`config.mk`:
```
export PLATFORM = sky130hd
export DESIGN_NAME = qrao_div_cell
export DESIGN_NICKNAME = d
export VERILOG_FILES = /design/src/design/qrao_pkg.sv /design/src/design/qrao_div_cell.sv
export SDC_FILE = /design/constraint.sdc
export NUM_CORES = 1
export LEC_CHECK = 0
export BUFFER_PORTS_ARGS = -buffer_cell sky130_fd_sc_hd__buf_4
export CELL_PAD_IN_SITES_DETAIL_PLACEMENT = 1
export CELL_PAD_IN_SITES_GLOBAL_PLACEMENT = 2
export CORE_AREA = 2 2 240 242
export DETAILED_ROUTE_END_ITERATION = 10
export DIE_AREA = 0 0 242 244
export GPL_ROUTABILITY_DRIVEN = 0
export PLACE_DENSITY = 0.65
export SYNTH_ARGS = -nofsm -noshare
export SYNTH_HDL_FRONTEND = slang
export SYNTH_SLANG_ARGS = --single-unit
export TNS_END_PERCENT = 5
```
`constraint.sdc`:
```
create_clock -name clk -period 11.2 [get_ports clk]
set_clock_uncertainty 0.05 [all_clocks]
set_input_delay 2.24 -clock clk [delete_from_list [all_inputs] [get_ports clk]]
set_output_delay 2.24 -clock clk [all_outputs]
set_load 0.005 [all_outputs]
```
`src/design/qrao_pkg.sv`:
```
package qrao_pkg;

  localparam int COEF_W = 32;
  localparam int FRAC_W = 16;
  localparam int TOL_W  = 31;
  localparam int ORD_W  = 3;
  localparam int ST_W   = 3;
  localparam int ADDR_W = 3;
  localparam int DATA_W = 32;

  localparam int PROD_W = 2 * COEF_W;
  localparam int D_W    = 2 * COEF_W + 2;
  localparam int ROOT_W = COEF_W + 1;
  localparam int SQR_W  = ROOT_W + 3;
  localparam int DEN_W  = COEF_W + 1;
  localparam int BASE_W = COEF_W + 1;
  localparam int NUM_W  = COEF_W + 3;
  localparam int NMAG_W = COEF_W + 2;
  localparam int DVD_W  = NMAG_W + FRAC_W;

  localparam logic [ST_W-1:0] ST_TWO    = 3'd0;
  localparam logic [ST_W-1:0] ST_DOUBLE = 3'd1;
  localparam logic [ST_W-1:0] ST_NOREAL = 3'd2;
  localparam logic [ST_W-1:0] ST_LINEAR = 3'd3;
  localparam logic [ST_W-1:0] ST_INF    = 3'd4;
  localparam logic [ST_W-1:0] ST_NONE   = 3'd5;

  localparam logic [ORD_W-1:0] ORD_ABC = 3'd0;
  localparam logic [ORD_W-1:0] ORD_ACB = 3'd1;
  localparam logic [ORD_W-1:0] ORD_BAC = 3'd2;
  localparam logic [ORD_W-1:0] ORD_BCA = 3'd3;
  localparam logic [ORD_W-1:0] ORD_CAB = 3'd4;
  localparam logic [ORD_W-1:0] ORD_CBA = 3'd5;

  localparam logic [TOL_W-1:0] TOL_RESET = 31'd1;
  localparam logic [0:0] REG_TOL = 1'b0;

  typedef struct packed {
    logic signed [COEF_W-1:0] coef_a;
    logic signed [COEF_W-1:0] coef_b;
    logic signed [COEF_W-1:0] coef_c;
  } in_t;

  typedef struct packed {
    logic [ORD_W-1:0]         ordering;
    logic [ST_W-1:0]          status;
    logic signed [COEF_W-1:0] root_one;
    logic signed [COEF_W-1:0] root_two;
    logic                     saturated;
    logic                     last;
  } out_t;

  typedef struct packed {
    logic [ORD_W-1:0]  ordering;
    logic              last;
    logic [ST_W-1:0]   status;
    logic [DEN_W-1:0]  den;
    logic              den_neg;
    logic [BASE_W-1:0] base;
    logic              use_s;
  } sq_side_t;

  typedef struct packed {
    logic [ORD_W-1:0] ordering;
    logic             last;
    logic [ST_W-1:0]  status;
    logic             neg1;
    logic             neg2;
    logic             zero1;
    logic             zero2;
    logic [DEN_W-1:0] den;
  } dv_side_t;

endpackage

```
`src/design/qrao_div_cell.sv`:
```
module qrao_div_cell (
  input  logic                      clk,
  input  logic                      rst,
  input  logic                      en,
  input  logic                      valid_in,
  input  logic [qrao_pkg::DVD_W-1:0] n1_in,
  input  logic [qrao_pkg::DVD_W-1:0] n2_in,
  input  logic [qrao_pkg::DEN_W-1:0] r1_in,
  input  logic [qrao_pkg::DEN_W-1:0] r2_in,
  input  logic [qrao_pkg::DVD_W-1:0] q1_in,
  input  logic [qrao_pkg::DVD_W-1:0] q2_in,
  input  qrao_pkg::dv_side_t        side_in,
  output logic                      valid_out,
  output logic [qrao_pkg::DVD_W-1:0] n1_out,
  output logic [qrao_pkg::DVD_W-1:0] n2_out,
  output logic [qrao_pkg::DEN_W-1:0] r1_out,
  output logic [qrao_pkg::DEN_W-1:0] r2_out,
  output logic [qrao_pkg::DVD_W-1:0] q1_out,
  output logic [qrao_pkg::DVD_W-1:0] q2_out,
  output qrao_pkg::dv_side_t        side_out
);
  import qrao_pkg::*;

  logic [DEN_W:0] rem_sh1;
  logic [DEN_W:0] rem_sh2;
  logic [DEN_W:0] diff1;
  logic [DEN_W:0] diff2;
  logic           ge1;
  logic           ge2;

  assign rem_sh1 = {r1_in, n1_in[DVD_W-1]};
  assign rem_sh2 = {r2_in, n2_in[DVD_W-1]};
  assign ge1     = rem_sh1 >= {1'b0, side_in.den};
  assign ge2     = rem_sh2 >= {1'b0, side_in.den};
  assign diff1   = rem_sh1 - {1'b0, side_in.den};
  assign diff2   = rem_sh2 - {1'b0, side_in.den};

  always_ff @(posedge clk) begin
    if (rst) begin
      valid_out <= 1'b0;
    end else if (en) begin
      valid_out <= valid_in;
    end
  end

  always_ff @(posedge clk) begin
    if (en) begin
      n1_out   <= {n1_in[DVD_W-2:0], 1'b0};
      n2_out   <= {n2_in[DVD_W-2:0], 1'b0};
      r1_out   <= ge1 ? diff1[DEN_W-1:0] : rem_sh1[DEN_W-1:0];
      r2_out   <= ge2 ? diff2[DEN_W-1:0] : rem_sh2[DEN_W-1:0];
      q1_out   <= {q1_in[DVD_W-2:0], ge1};
      q2_out   <= {q2_in[DVD_W-2:0], ge2};
      side_out <= side_in;
    end
  end

endmodule

```
Word-level counts from Yosys, hierarchy flattened:

Cells that the tools add are included.

* add/sub/neg operators: 2
* multiply operators: 0
* divide/modulo/power cells: 0
* order comparisons: 2
* eq/ne operators: 0
* shift operators: 0
* mux-type cells: 2
* bitwise logic cells: 0
* reduce and logical (&&, ||, !) cells: 0

Operator list (number)
* $ge A34 B33 Y1: 2
* $mux W33: 2
* $sub A33 B33 Y33: 2

* register bits: 309
* bits in latches: 0
* memory bits (writable): 0
* bits in read-only memories: 0
* bits of input ports: 314
* memories kept: 0

Longest topological paths before layout:

* depth in word-level cells: 2
* depth in mapped cells: 14
* gate-level depth less buffers: 13

Least setup slack after synthesis:

Ideal clock, no wire load.

* path kind: input to register
* start: input port n1_in[49] in the netlist's numbering
* end: register r1_out[25] in the netlist's numbering, data pin
* arrival time: 5.195 ns
* path slack: 5.695 ns
* cell stages on the path: 14
* buffers on the path: 1
* cell sequence: inv_1 ha_1 inv_1 fa_1 a21oi_2 o211ai_1 nor4b_1 or4_4 a31oi_4 o21a_4 o21ai_2 a41oi_4 buf_6 mux2_2

* word-level cells in the longest chain between the ends: 2
* elaborated cells on any way between the ends: 3
* those cells by class: 1 x add/sub; 1 x order compare; 1 x mux

Ends and longest elaborated chain
* from (decl): RTL line qrao_div_cell.sv:6 `input logic [qrao_pkg::DVD_W-1:0] n1_in,`
* $sub A33 B33 Y33 or $ge A34 B33 Y1 (tied branches): RTL line qrao_div_cell.sv:35, qrao_div_cell.sv:33
* $mux W33 (*): RTL line qrao_div_cell.sv:50 `r1_out <= ge1 ? diff1[DEN_W-1:0] : rem_sh1[DEN_W-1:0];`
* to (signal assigned): RTL line qrao_div_cell.sv:50
* to (decl): RTL line qrao_div_cell.sv:16 `output logic [qrao_pkg::DEN_W-1:0] r1_out,`

Mark *: on every way between the ends. The rest lies on a longest branch, timed or not.
A chain may end at the register's enable or synchronous reset.

Worst setup path after layout:

* start: input port n1_in[49] in the netlist's numbering
* end: register r1_out[27] in the netlist's numbering, data pin

Same word-level chain as after synthesis.

==> out/results.txt <==
count of final setup violators - 0
total congestion overflow - 0
Iter 0 DRT Violations - 472
row count - 87
Die ar. - 59000 um^2
Setup TNS Final - 0 ps
Pwr per Cell Area - 160 nW/um^2
Synth-to-Final Area Change - 48.8%
nets - 1932
drt wl/cell - 23.8 um
dpl cell area - 19300 um^2
post-route antenna net violation count - 0
IO Port Bufs - 620
DRC Markers - 0
clock power share - 0.370
Slew @ Worst Pin - 1000 ps
Final period util - 0.546
vias - 10300
Comb pwr share - 0.191
worst skew pair latency - 550 ps
detailed-route vias per instance - 4.42
leakage power - 0.00869 uW
final wirelength - 55600 um
Synth area leader - edfxtp_1
max frequency - 0.163 GHz
Die Wd - 242 um
CTS tree - built
CTS resizes - 0
share of post-route cells with drive strength above 1 - 0.474
synth top area cells - edfxtp_1 67%, ha_1 6.0%, mux2_2 4.8%
multi-input logic area - 4160 um^2
Pre-Repair DR Iteration Count - 4
P_sw - 832 uW
worst hold path class - reg -> reg
vias in the first global route - 10800
status - finished, final reports clean
root buf cell - clkbuf_16
io pins - 625
Syn Inst Count - 909
Worst Setup End Kind - flop
share of synthesized registers carrying an async set or reset - 0
Crit-path slowest cell - a41oi_4
DP HPWL - 45100 um
EDFF count, synth - 308
Max Cap Violations - 0
Post-synth top cells - 308 x edfxtp_1, 66 x ha_1, 59 x mux2_2, 52 x inv_1, 44 x a21oi_1
mapped cell area - 13800 um^2
fin. max-slew vios - 0
Int Pwr - 2450 uW
CP peak stage delay - 690 ps
Util after Layout - 0.365
Worst EP required - 11450 ps
CTS Hold Buffers Added - 0
Hold Path End - valid_out
core area - 56200 um^2
largest net degree at the start of global routing - 147
Final min period - 6120 ps
R2R Path Start - valid_out
fillers - 6121
Hold Startpoint - valid_out
FF-to-FF End - valid_out
hold path depth - 2
clk slew on worst S/H paths - 60 ps
worst reg2reg path depth - 2
total power - 3290 uW
initial core utilization - 0.245
Syn. warnings - 0
final instance area - 20500 um^2
Worst IR Drop VDD - 108 uV
most frequent cell after synthesis - edfxtp_1
clock sink count - 309
postcts setup bufs - 0
largest fanout on the critical path - 18
Synth top area share - 0.672
initial antenna violation count - 8
hold violation count in the final report - 0
synth unique cells - 63
Startpoint Class - input pin
Sw Ratio - 0.253
Register Area - 9270 um^2
total track usage - 0.183
Crit Path Category - in -> reg
Clock Path Buffers - 3
Seq pwr share - 0.439
Synth Register Bits - 309
Slew headroom - 0.332
r2r setup slk - 10570 ps
syn avg cell area - 15.2 um^2
unrepaired setup endpoints after global routing - no
CTS Buf Count - 38
crit path DAT - 6370 ps
first-pass GRT wire length - 78700 um
sequential-to-total area share from yosys stat - 0.673
Die Height - 244 um
CTS HTree Levels - 2
critical-path cell list - buf_4 -> inv_1 -> ha_1 -> inv_1 -> fa_1 -> a21oi_2 -> o211ai_1 -> nor4b_1 -> or4_4 -> a31oi_4 -> o21a_4 -> o21ai_2 -> a41oi_4 -> buf_4 -> mux2_2
dominant synthesized flop cell - edfxtp_1
==> registers in the layout, summed over array words and instances, names as in the netlist <==
| name | count |
|---|---|
| n1_out | 49 |
| n2_out | 49 |
| q1_out | 50 |
| q2_out | 50 |
| r1_out | 33 |
| r2_out | 33 |
| side_out | 44 |
| valid_out | 1 |
==> layer usage <==
metal | vias to the layer above | part of all wire | GRT usage
met5 | - | 0.00045 | 0
met4 | 6 | 0.022 | 0.0514
met3 | 63 | 0.078 | 0.0611
met2 | 366 | 0.52 | 0.328
met1 | 5107 | 0.38 | 0.206
li1 | 4786 | - | -
==> logic make-up (layout without fill, tap and decap cells) <==
family / Yosys count / count (layout) / synth area share
flops: 309 / 309 / 0.673
compound gates: 182 / 182 / 0.0944
simple gates: 147 / 147 / 0.0532
buf+inv: 77 / 744 / 0.0251
fa+ha+maj: 68 / 68 / 0.0629
mux: 66 / 66 / 0.0536
xor+xnor: 59 / 59 / 0.0375
other cells: 1 / 7 / 0.000272
==> critical path: cells and delay by family <==
kind / cells / cell delay (ps)
compound gates: 6 / 1680
simple gates: 2 / 800
buf+inv: 4 / 660
fa+ha+maj: 2 / 580
mux: 1 / 390
==> area by class of cell <==
| cell class | instances | area share |
|---|---|---|
| Sequential cell | 309 | 0.452 |
| Multi-Input combinational cell | 524 | 0.203 |
| Inverter | 52 | 0.00952 |
| Clock buffer | 46 | 0.0479 |
| Antenna cell | 5 | 0.000610 |
| Tap cell | 756 | 0.0462 |
| Clock inverter | 21 | 0.0107 |
| Timing Repair Buffer | 625 | 0.230 |
==> stage by stage <==
stage                     worst slack [ps]  cells  hold WS, ps
after floorplan                       5700    910          435
after global placement                4410   2266          433
after CTS                             4990   2333          454
after global routing                  4820   2335          474
after detailed placement              4410   2266          442
final                                 5080   2338          449
==> power groups by stage <==
stage	Sequential (uW)	Combinational, uW	Clock [uW]
floorplan	1480	237	0
global placement	1460	634	0
detailed placement	1460	638	0
CTS	1440	642	1260
global route	1450	684	1290
finish	1440	628	1220
==> worst max path at each step <==
stage | slack, ps | cells past startpoint | end | start
final | 5080 | 15 | r1_out[27] | n1_in[49]
after global routing | 4820 | 15 | r1_out[27] | n1_in[49]
after CTS | 4990 | 15 | r1_out[27] | n1_in[49]
after detailed placement | 4410 | 15 | r1_out[27] | n1_in[49]
after global placement | 4410 | 15 | r1_out[27] | n1_in[49]
after floorplan | 5700 | 14 | r1_out[25] | n1_in[49]
==> placed cells by master (no fill, tap or decap), types with 4 or more instances in the layout <==
cell       Yosys  layout
a211oi_1      10      10
a21o_1        33      33
a21oi_1       44      44
a221oi_1       4       4
a31oi_1        7       7
and2_1         5       5
and3_1         6       6
buf_4          4     623
bufinv_16      0       4
clkbuf_1       8       8
clkbuf_16      0      38
clkinv_1       0       6
clkinv_2       0       8
diode_2        0       5
edfxtp_1     308     308
ha_1          66      66
inv_1         52      52
mux2_2        59      59
mux2i_1        4       4
nand2_1       39      39
nand2b_1       4       4
nand3_1       13      13
nand4_1       18      18
nor2_1        32      32
nor2b_1        8       8
nor3_1        10      10
o211ai_1       5       5
o21a_1         7       7
o21ai_0       27      27
o21bai_1      10      10
xnor2_1       34      34
xor2_1        25      25
Power figures use the tool's default switching activity.
