`config.mk`:
```
export PLATFORM = sky130hd
export DESIGN_NAME = qrao_sqrt_cell
export DESIGN_NICKNAME = d
export VERILOG_FILES = /design/src/design/qrao_pkg.sv /design/src/design/qrao_sqrt_cell.sv
export SDC_FILE = /design/constraint.sdc
export NUM_CORES = 1
export LEC_CHECK = 0
export BUFFER_PORTS_ARGS = -buffer_cell sky130_fd_sc_hd__buf_2
export CORE_MARGIN = 2
export CORE_UTILIZATION = 30
export CTS_CLUSTER_DIAMETER = 60
export DETAILED_ROUTE_END_ITERATION = 8
export GPL_TIMING_DRIVEN = 0
export PLACE_DENSITY = 0.68
export SLEW_MARGIN = 20
export SYNTH_ARGS = -nofsm -noshare
export SYNTH_HDL_FRONTEND = slang
export SYNTH_SLANG_ARGS = --single-unit
```
`constraint.sdc`:
```
create_clock -name clk -period 10.25 [get_ports clk]
set_clock_uncertainty 0.15 [all_clocks]
set_input_delay 2.05 -clock clk [delete_from_list [all_inputs] [get_ports clk]]
set_output_delay 2.05 -clock clk [all_outputs]
set_load 0.01 [all_outputs]
```
`src/design/qrao_pkg.sv`:
```
package qrao_pkg;

  localparam int COEF_W = 32;
  localparam int FRAC_W = 16;
  localparam int TOL_W  = 31;
  localparam int ORD_W  = 3;
  localparam int ST_W   = 3;
  localparam int ADDR_W = 3;
  localparam int DATA_W = 32;

  localparam int PROD_W = 2 * COEF_W;
  localparam int D_W    = 2 * COEF_W + 2;
  localparam int ROOT_W = COEF_W + 1;
  localparam int SQR_W  = ROOT_W + 3;
  localparam int DEN_W  = COEF_W + 1;
  localparam int BASE_W = COEF_W + 1;
  localparam int NUM_W  = COEF_W + 3;
  localparam int NMAG_W = COEF_W + 2;
  localparam int DVD_W  = NMAG_W + FRAC_W;

  localparam logic [ST_W-1:0] ST_TWO    = 3'd0;
  localparam logic [ST_W-1:0] ST_DOUBLE = 3'd1;
  localparam logic [ST_W-1:0] ST_NOREAL = 3'd2;
  localparam logic [ST_W-1:0] ST_LINEAR = 3'd3;
  localparam logic [ST_W-1:0] ST_INF    = 3'd4;
  localparam logic [ST_W-1:0] ST_NONE   = 3'd5;

  localparam logic [ORD_W-1:0] ORD_ABC = 3'd0;
  localparam logic [ORD_W-1:0] ORD_ACB = 3'd1;
  localparam logic [ORD_W-1:0] ORD_BAC = 3'd2;
  localparam logic [ORD_W-1:0] ORD_BCA = 3'd3;
  localparam logic [ORD_W-1:0] ORD_CAB = 3'd4;
  localparam logic [ORD_W-1:0] ORD_CBA = 3'd5;

  localparam logic [TOL_W-1:0] TOL_RESET = 31'd1;
  localparam logic [0:0] REG_TOL = 1'b0;

  typedef struct packed {
    logic signed [COEF_W-1:0] coef_a;
    logic signed [COEF_W-1:0] coef_b;
    logic signed [COEF_W-1:0] coef_c;
  } in_t;

  typedef struct packed {
    logic [ORD_W-1:0]         ordering;
    logic [ST_W-1:0]          status;
    logic signed [COEF_W-1:0] root_one;
    logic signed [COEF_W-1:0] root_two;
    logic                     saturated;
    logic                     last;
  } out_t;

  typedef struct packed {
    logic [ORD_W-1:0]  ordering;
    logic              last;
    logic [ST_W-1:0]   status;
    logic [DEN_W-1:0]  den;
    logic              den_neg;
    logic [BASE_W-1:0] base;
    logic              use_s;
  } sq_side_t;

  typedef struct packed {
    logic [ORD_W-1:0] ordering;
    logic             last;
    logic [ST_W-1:0]  status;
    logic             neg1;
    logic             neg2;
    logic             zero1;
    logic             zero2;
    logic [DEN_W-1:0] den;
  } dv_side_t;

endpackage

```
`src/design/qrao_sqrt_cell.sv`:
```
module qrao_sqrt_cell (
  input  logic                     clk,
  input  logic                     rst,
  input  logic                     en,
  input  logic                     valid_in,
  input  logic [qrao_pkg::D_W-1:0]    d_in,
  input  logic [qrao_pkg::ROOT_W-1:0] root_in,
  input  logic [qrao_pkg::SQR_W-1:0]  rem_in,
  input  qrao_pkg::sq_side_t       side_in,
  output logic                     valid_out,
  output logic [qrao_pkg::D_W-1:0]    d_out,
  output logic [qrao_pkg::ROOT_W-1:0] root_out,
  output logic [qrao_pkg::SQR_W-1:0]  rem_out,
  output qrao_pkg::sq_side_t       side_out
);
  import qrao_pkg::*;

  logic [SQR_W-1:0] rem_sh;
  logic [SQR_W-1:0] trial;
  logic             fits;

  assign rem_sh = {rem_in[SQR_W-3:0], d_in[D_W-1 -: 2]};
  assign trial  = {1'b0, root_in, 2'b01};
  assign fits   = rem_sh >= trial;

  always_ff @(posedge clk) begin
    if (rst) begin
      valid_out <= 1'b0;
    end else if (en) begin
      valid_out <= valid_in;
    end
  end

  always_ff @(posedge clk) begin
    if (en) begin
      d_out    <= {d_in[D_W-3:0], 2'b00};
      root_out <= {root_in[ROOT_W-2:0], fits};
      rem_out  <= fits ? rem_sh - trial : rem_sh;
      side_out <= side_in;
    end
  end

endmodule

```
* After elaboration in Yosys (flattened, before gate mapping) *
Index checks and enable logic that the tools add are counted.

word-level totals
  register bits after elaboration = 209
  input port bits = 214
  output and inout bits = 211
  logic and storage cells = 14

operators by class
  add/sub/neg operators = 1
  $lt $le $gt $ge = 1
  mux-type cells = 1

operator list
  cell                                              count
  36-bit by 35-bit >= comparator with 1-bit output  1
  36-bit 2-to-1 mux                                 1
  36-bit by 35-bit subtractor with 36-bit output    1

* Logic depth before layout (Yosys ltp) *
Gate-level depths: netlist of run 1.

  word-level depth = 2
  gate-level depth with buffers = 13
  mapped depth without buffers = 11

* Worst setup path before layout of run 1 *
OpenSTA, ideal clock, no wires.

  path type = input -> register
  from = input root_in[1] (netlist bit)
  to = register rem_out[10] (netlist bit) (data pin)
  setup time = 260 ps
  data arrival time = 4480 ps
  data required time = 9840 ps
  setup slack = 5360 ps
  stages on the path = 12
  buffers on the path = 1
  cells stage by stage = inv_1 -> ha_1 -> o21a_2 -> o311ai_2 -> a32oi_2 -> a41oi_4 -> o211a_4 -> o31a_4 -> o211a_4 -> inv_8 -> buf_12 -> mux2_4

on the way
  word-level cells in the longest chain between the ends = 2

RTL lines
  what                                                                                                                RTL line                                    RTL
  from (decl)                                                                                                         qrao_sqrt_cell.sv:7                         input logic [qrao_pkg::ROOT_W-1:0] root_in,
  36-bit by 35-bit subtractor with 36-bit output or 36-bit by 35-bit >= comparator with 1-bit output (tied branches)  qrao_sqrt_cell.sv:38, qrao_sqrt_cell.sv:24
  36-bit 2-to-1 mux (*)                                                                                               qrao_sqrt_cell.sv:38                        rem_out <= fits ? rem_sh - trial : rem_sh;
  to (signal assigned)                                                                                                qrao_sqrt_cell.sv:38
  to (decl)                                                                                                           qrao_sqrt_cell.sv:13                        output logic [qrao_pkg::SQR_W-1:0] rem_out,

Every way passes the cells marked *; elsewhere a longest branch is shown, timed or not.
A chain may end at the register's enable or synchronous reset.

* Worst setup path in the final report of run 1 *
  from = input root_in[0] (netlist bit)
  to = register rem_out[17] (netlist bit) (data pin)

Same word-level chain as after synthesis.

==> out/qor.yml, run 1 <==
outcome:
  run_status: "complete, no violations"
routing:
  vias_per_cell: 4.47
  routed_wirelength_um: 24500
  drc: 0
  routed-via-count: 6351
  drt_pass1_iterations: 4
  detailedRoute.firstIterationViolations: 240
  antenna_violating_nets_post_route: 0
  wl_per_cell_um: 17.3
cts:
  h-tree-depth: 1
  hold_buffers: 0
  cts_repair_resize_count: 0
  worst_skew_pair.late_latency_ns: 0.51
  numCtsBuffers: 25
  cts.path.max_buffers: 3
  cts_root_buf: "sky130_fd_sc_hd__clkbuf_16"
  cts_tree: "built"
  postCtsSetupRepairBufs: 0
  clock_sink_count: 209
  clock_transition_at_the_registers_of_the_reported_paths_ns: 0.06
synthesis:
  ys_top_cells_by_area: "sky130_fd_sc_hd__edfxtp_1 (70%), sky130_fd_sc_hd__ha_1 (4.9%), sky130_fd_sc_hd__mux2_4 (4.4%)"
  yosys_register_bits: 209
  seq_area_frac_synth_pct: 70.1
  fraction_of_synthesis_flops_using_an_asynchronous_set_or_reset_pin_pct: 0
  yosysTopAreaCell: "sky130_fd_sc_hd__edfxtp_1"
  synth_enable_flop_cells: 208
  area_share_of_the_leading_cell_type_in_the_synthesized_netlist_pct: 69.8
  yosysUniqueCellTypes: 65
  postSynthAreaPerCell_sq_um: 16.0
  yosys-top-cells-count: "sky130_fd_sc_hd__edfxtp_1 (208), sky130_fd_sc_hd__inv_1 (47), sky130_fd_sc_hd__ha_1 (35)"
  dominantRegCellSynth: "sky130_fd_sc_hd__edfxtp_1"
  synth.most_common_cell: "sky130_fd_sc_hd__edfxtp_1"
  synth.cell_area_sq_mm: 0.00894
  synth_cells: 560
  synth_warnings: 0
critical_path:
  worst_setup_path_start_kind: "input port"
  regToRegSetupSlack_ns: 9.52
  crit_buf_inv: 4
  critical_path.most_common_cell: "sky130_fd_sc_hd__o211a_4"
  worst_setup_path_endpoint: "rem_out[17]"
  critical_path.top_delay_family: "compound AO/OA/AOI/OAI gates"
  setup.worst_path.class: "in2reg"
  critPathLaunch: "root_in[0]"
  reg2reg_from: "valid_out"
  worst_ep_required_time_ns: 10.36
  critical_path.reg2reg.endpoint: "valid_out"
  critPathMaxStageDelay_ns: 0.37
  crit_path_top_delay_cell: "sky130_fd_sc_hd__a32oi_2"
  critical_path.max_fanout: 10
  endpoint_kind: "flop"
  worstSetupPathDepth: 13
  r2r_cells: 2
  endpoint_arrival_time_on_the_critical_path_ns: 4.90
  crit_chain: "buf_2, inv_1, ha_1, and2b_2, o311ai_2, a32oi_2, a41oi_4, o211a_4, o31a_4, o211a_4, inv_8, buf_12, mux2_4"
timing:
  period_minus_slack_ns: 4.80
  timing.slew.headroom_pct: 55.6
  accumulated_negative_setup_slack_ns: 0
  slew_viol_final: 0
  period_share_pct: 46.8
  rsz0062_at_grt: "no"
  max_clock_freq_mhz: 208
  whs_ns: 0.355
  timing_hold_violations_final: 0
  worst_slew_pin_slew_ns: 0.662
  finalSetupViolations: 0
global_route:
  grt_start_max_net_pins: 107
  grt_antenna_before_repair: 3
  grt_first_pass_wirelength_um: 35100
  via_count_of_the_first_global_routing_pass: 6358
  overall_global_routing_usage_pct: 14.6
  grt_overflow: 0
die:
  boundaryPins: 425
  row_count: 63
  initial_core_util_pct: 30.3
  core-area_sq_mm: 0.0295
  height_of_the_die_um: 177
  die_width_um: 177
  design.die.area_sq_mm: 0.0312
final_layout:
  finish.net_count: 1259
  design_area_sq_mm: 0.0124
  final_layout_size_suffix_gt1_share_pct: 50.4
  synthToLayoutAreaGrowth_pct: 38.6
place:
  placement.cell_area_sq_mm: 0.0116
  place.gp.congestion: 0.772
  dp.final_hpwl_um: 19100
  io_buffer_count: 420
worst_hold_path:
  holdCritStartpoint: "valid_out"
  min_path_type: "reg2reg"
pwr:
  power.density_cell_area_mw_per_mm2: 184
  vdd_drop_max_uv: 127
  leakagePower_nw: 5.50
job:
  max_cap_viol_count: 0
==> through the flow <==
stage	utilization [%]	worst slack (ns)	total power [mW]	instances
after floorplan	-	5.36	1.28	561
after global placement	39.1	4.15	1.46	1371
after detailed placement	39.4	4.89	1.46	1373
after CTS	42.0	5.41	2.32	1417
after global routing	42.0	5.32	2.39	1418
final	42.0	5.45	2.29	1420
==> worst min-delay path by stage <==
stage / end / slack, ns / cells after the start
after detailed placement: valid_out / 0.34 / 2
after floorplan: valid_out / 0.38 / 2
after global placement: valid_out / 0.33 / 2
after global routing: valid_out / 0.42 / 2
after CTS: valid_out / 0.36 / 2
final: valid_out / 0.36 / 2
==> cell usage in the layout (no fill, tap or decap), types with 7 or more instances in the layout <==
| master | count |
|---|---|
| sky130_fd_sc_hd__buf_2 | 421 |
| sky130_fd_sc_hd__nor2_1 | 16 |
| sky130_fd_sc_hd__o21ai_0 | 18 |
| sky130_fd_sc_hd__a21oi_1 | 30 |
| sky130_fd_sc_hd__inv_1 | 47 |
| sky130_fd_sc_hd__nand4_1 | 7 |
| sky130_fd_sc_hd__xor2_1 | 13 |
| sky130_fd_sc_hd__clkbuf_16 | 25 |
| sky130_fd_sc_hd__xnor2_1 | 18 |
| sky130_fd_sc_hd__nor3_1 | 7 |
| sky130_fd_sc_hd__ha_1 | 35 |
| sky130_fd_sc_hd__nand2_1 | 27 |
| sky130_fd_sc_hd__clkbuf_1 | 8 |
| sky130_fd_sc_hd__a21o_1 | 9 |
| sky130_fd_sc_hd__edfxtp_1 | 208 |
| sky130_fd_sc_hd__mux2_4 | 26 |
| sky130_fd_sc_hd__nand3_1 | 9 |
==> layout make-up <==
cell class                      count  area, sq um
Sequential cell                   209         6270
Buffer                             11          111
Fill cell                        2745        17100
Clock buffer                       31          648
Multi-Input combinational cell    293         2380
Tap cell                          390          488
Timing Repair Buffer              422         2170
Antenna cell                        3         7.51
Inverter                           48          188
Clock inverter                     13          138
==> registers in the layout, indices dropped and copies added, names as in the netlist <==
register / flops
side_out: 75
d_out: 64
rem_out: 36
root_out: 33
valid_out: 1
==> tightest hold or removal path, delay by kind of cell (launching register included) <==
kind	cells	cell delay (ns)
mux	1	0.06
flops	1	0.33
simple gates	1	0.08
==> kinds of logic after synthesis <==
logic type,synth area share (%)
flip-flops,70.1
AO/OA/AOI/OAI,8.02
AND/OR/NAND/NOR,5.15
buffers and inverters,3.34
adder cells (fa/ha/maj),4.90
multiplexers,5.44
XOR/XNOR,3.04
other,0.0419
==> metal layers <==
metal / wire, um / global-route usage, % / share of wire, %
met2: 12600 / 26.5 / 51
met4: 703 / 4.75 / 2.9
met5: 0 / 0 / 0
met3: 2040 / 4.32 / 8.3
met1: 9150 / 16.4 / 37
==> power by group <==
group / switching [mW] / total, mW / leakage, nW / internal (mW)
logic: 0.207 / 0.388 / 3.07 / 0.181
registers: 0.0186 / 1.05 / 2.04 / 1.04
clock network: 0.340 / 0.843 / 0.387 / 0.503
(Power assumes the default switching activity.)
==> run 2: changes to the inputs <==
PLACE_DENSITY = 0.7   (was 0.68)
clock period = 3.93 ns   (was 10.25 ns; I/O delays follow)
==> run 2 against run 1 <==
Net effect:
- worst hold slack worse by 0.11 ns
- count of clock-buffer cells in the layout down 2
- clock power increased to 2.7 times the previous value
- power rose to 2.7 times the previous value
- flip-flop and latch count unchanged
- global-route usage is 0.24 points higher
- final area rose by 0.32%
- register-to-register slack got worse by 6.3 ns
- utilization up 0.14 points
- wire length grew 2.9%
- critical path type unchanged
- largest power group unchanged
==> out/qor.yml, run 2 (same netlist as run 1, synthesis figures left out) <==
timing:
  timing.slew.headroom_pct: 58.3  # was 55.6%
  final_critical_path_setup_slack_ns: 0.396  # was 5.45 ns
  rsz0062_at_grt: "no"  # unchanged
  timing_hold_violations_final: 0  # unchanged
  period_share_pct: 89.9
  finalSetupViolations: 0  # unchanged
  accumulated_negative_setup_slack_ns: 0  # unchanged
  slew_viol_final: 0  # unchanged
  period_minus_slack_ns: 3.53
  max_clock_freq_mhz: 283
  worst_slew_pin_slew_ns: 0.621  # was 0.662 ns
die:
  design.die.area_sq_mm: 0.0312  # unchanged
  core-area_sq_mm: 0.0295  # unchanged
  initial_core_util_pct: 30.3  # unchanged
  boundaryPins: 425  # unchanged
  row_count: 63  # unchanged
  height_of_the_die_um: 177  # unchanged
  die_width_um: 177  # unchanged
global_route:
  via_count_of_the_first_global_routing_pass: 6346  # was 6358
  grt_overflow: 0  # unchanged
  grt_first_pass_wirelength_um: 35400  # was 35100 um
  grt_start_max_net_pins: 105  # was 107
  grt_antenna_before_repair: 1  # was 3
  overall_global_routing_usage_pct: 14.9  # was 14.6%
cts:
  cts_tree: "built"  # unchanged
  postCtsSetupRepairBufs: 0  # unchanged
  numCtsBuffers: 25  # unchanged
  clock_sink_count: 209  # unchanged
  hold_buffers: 0  # unchanged
  worst_skew_pair.late_latency_ns: 0.54  # was 0.51 ns
  cts_repair_resize_count: 0  # unchanged
  clock_transition_at_the_registers_of_the_reported_paths_ns: 0.06  # about the same
  cts.path.max_buffers: 3  # unchanged
  cts_root_buf: "sky130_fd_sc_hd__clkbuf_16"  # unchanged
  h-tree-depth: 1  # unchanged
critical_path:
  worst_setup_path_start_kind: "input port"  # unchanged
  critPathMaxStageDelay_ns: 0.37  # about the same
  endpoint_arrival_time_on_the_critical_path_ns: 3.67  # was 4.90 ns
  worst_ep_required_time_ns: 4.06  # was 10.36 ns
  critical_path.reg2reg.endpoint: "valid_out"  # unchanged
  crit_chain: "buf_2, inv_1, ha_1, o21a_2, o311ai_2, a32oi_2, a41oi_4, o211a_4, o31a_4, o211a_4, inv_8, buf_12, mux2_4"  # was buf_2, inv_1, ha_1, and2b_2, o311ai_2, a32oi_2, a41oi_4, o211a_4, o31a_4, o211a_4, inv_8, buf_12, mux2_4
  r2r_cells: 2  # unchanged
  regToRegSetupSlack_ns: 3.19  # was 9.52 ns
  setup.worst_path.class: "in2reg"  # unchanged
  endpoint_kind: "flop"  # unchanged
  crit_path_top_delay_cell: "sky130_fd_sc_hd__a32oi_2"  # unchanged
  reg2reg_from: "valid_out"  # unchanged
  critical_path.most_common_cell: "sky130_fd_sc_hd__o211a_4"  # unchanged
  critical_path.max_fanout: 10  # unchanged
pwr:
  total_power_mw: 6.08  # was 2.29 mW
  combPwrFrac_pct: 16.7  # was 17.0%
  netSwitchingFraction_pct: 24.9  # was 24.8%
  int_power_mw: 4.57  # was 1.72 mW
  clock_power_share_pct: 38.1  # was 36.9%
  vdd_drop_max_uv: 348  # was 127 uV
  p_seq_share_pct: 45.2  # was 46.1%
  p_sw_mw: 1.51  # was 0.566 mW
  power.density_cell_area_mw_per_mm2: 489  # was 184 mW/mm^2
  leakagePower_nw: 5.52  # was 5.50 nW
routing:
  dr.max_layer_used: "met5"  # was met4
  antenna_violating_nets_post_route: 0  # unchanged
  route.met3.wl_um: 1920  # was 2040 um
  wl_per_cell_um: 17.8  # was 17.3 um
  routed_wirelength_um: 25200  # was 24500 um
  drc: 0  # unchanged
  routed-wl-met2_um: 12900  # was 12600 um
  detailedRoute.firstIterationViolations: 312  # was 240
  vias_per_cell: 4.48  # was 4.47
  routed-via-count: 6354  # was 6351
  detail_route.wirelength.met1_um: 9600  # was 9150 um
  drt_pass1_iterations: 4  # unchanged
final_layout:
  design_area_sq_mm: 0.0124  # about the same
  final_layout_size_suffix_gt1_share_pct: 50.5  # was 50.4%
  finish.net_count: 1259  # unchanged
  most-common-layout-cells: "sky130_fd_sc_hd__buf_2 (421), sky130_fd_sc_hd__edfxtp_1 (208), sky130_fd_sc_hd__inv_1 (47), sky130_fd_sc_hd__ha_1 (35), sky130_fd_sc_hd__a21oi_1 (30)"  # unchanged
  synthToLayoutAreaGrowth_pct: 39.1  # was 38.6%
  layout_commonest_cell: "sky130_fd_sc_hd__buf_2"  # unchanged
  largest_register_ffs: 75  # unchanged
  regMostFlops: "side_out"  # unchanged
  reg.largest.list: "side_out: 75 flops, d_out: 64 flops, rem_out: 36 flops"  # unchanged
  antennaDiodeCount: 0  # was 3
worst_hold_path:
  holdCritStartpoint: "rst"  # was valid_out
  hold_depth: 2  # unchanged
  hold_path_end: "valid_out"  # unchanged
  min_path_type: "in2reg"  # was reg2reg
job:
  max_cap_viol_count: 0  # unchanged
place:
  dp.final_hpwl_um: 19700  # was 19100 um
  dp_slack_ns: -0.153  # was 4.89 ns
  place.gp.congestion: 0.790  # was 0.772
  io_buffer_count: 420  # unchanged
  placement.cell_area_sq_mm: 0.0116  # unchanged
outcome:
  run_status: "complete, no violations"  # unchanged
run 2: worst max-delay path, delay by kind of cell:
family	cells	cell delay [ns]
mux	1	0.31
compound gates	7	1.79
fa+ha+maj	1	0.35
buf+inv	4	0.41
run 2: final cells by class:
type | instances | area, sq um
fillers | 2742 | 17000
well taps | 390 | 488
multi-input cells | 293 | 2380
repair buffers | 422 | 2170
clock inverters | 17 | 183
clock buffers | 29 | 651
flip-flops and latches | 209 | 6270
inverters | 48 | 188
plain buffers | 11 | 111
run 2: per-stage QoR:
| stage | utilization (%) | std cells | hold WS (ns) |
|---|---|---|---|
| after floorplan | - | 561 | 0.378 |
| after global placement | 39.1 | 1371 | 0.327 |
| after detailed placement | 39.4 | 1373 | 0.337 |
| after CTS | 42.2 | 1419 | 0.223 |
| after global routing | 42.2 | 1419 | 0.229 |
| final | 42.2 | 1419 | 0.246 |
run 2: per-layer routing:
metal,GRT usage [%],vias to the layer above
li1,-,3029
met1,16.5,3043
met2,27.4,231
met3,4.23,49
met4,4.51,2
met5,0,-
run 2: power groups by stage:
stage / registers (mW) / logic [mW] / clock network, mW
3_5_place_dp: 2.79 / 1.03 / 0
2_1_floorplan: 2.92 / 0.429 / 0
6_report: 2.75 / 1.02 / 2.31
5_1_grt: 2.77 / 1.10 / 2.46
3_3_place_gp: 2.80 / 1.00 / 0
4_1_cts: 2.75 / 1.03 / 2.38
run 2: worst max-delay path by stage:
stage	end	depth (start not counted)	slack, ns	startpoint
floorplan	rem_out[10]	12	0.30	root_in[1]
global placement	valid_out	3	-0.90	en
detailed placement	rem_out[17]	13	-0.15	root_in[1]
CTS	rem_out[17]	13	0.39	root_in[1]
global route	rem_out[35]	11	0.26	root_in[6]
finish	rem_out[17]	13	0.40	root_in[1]
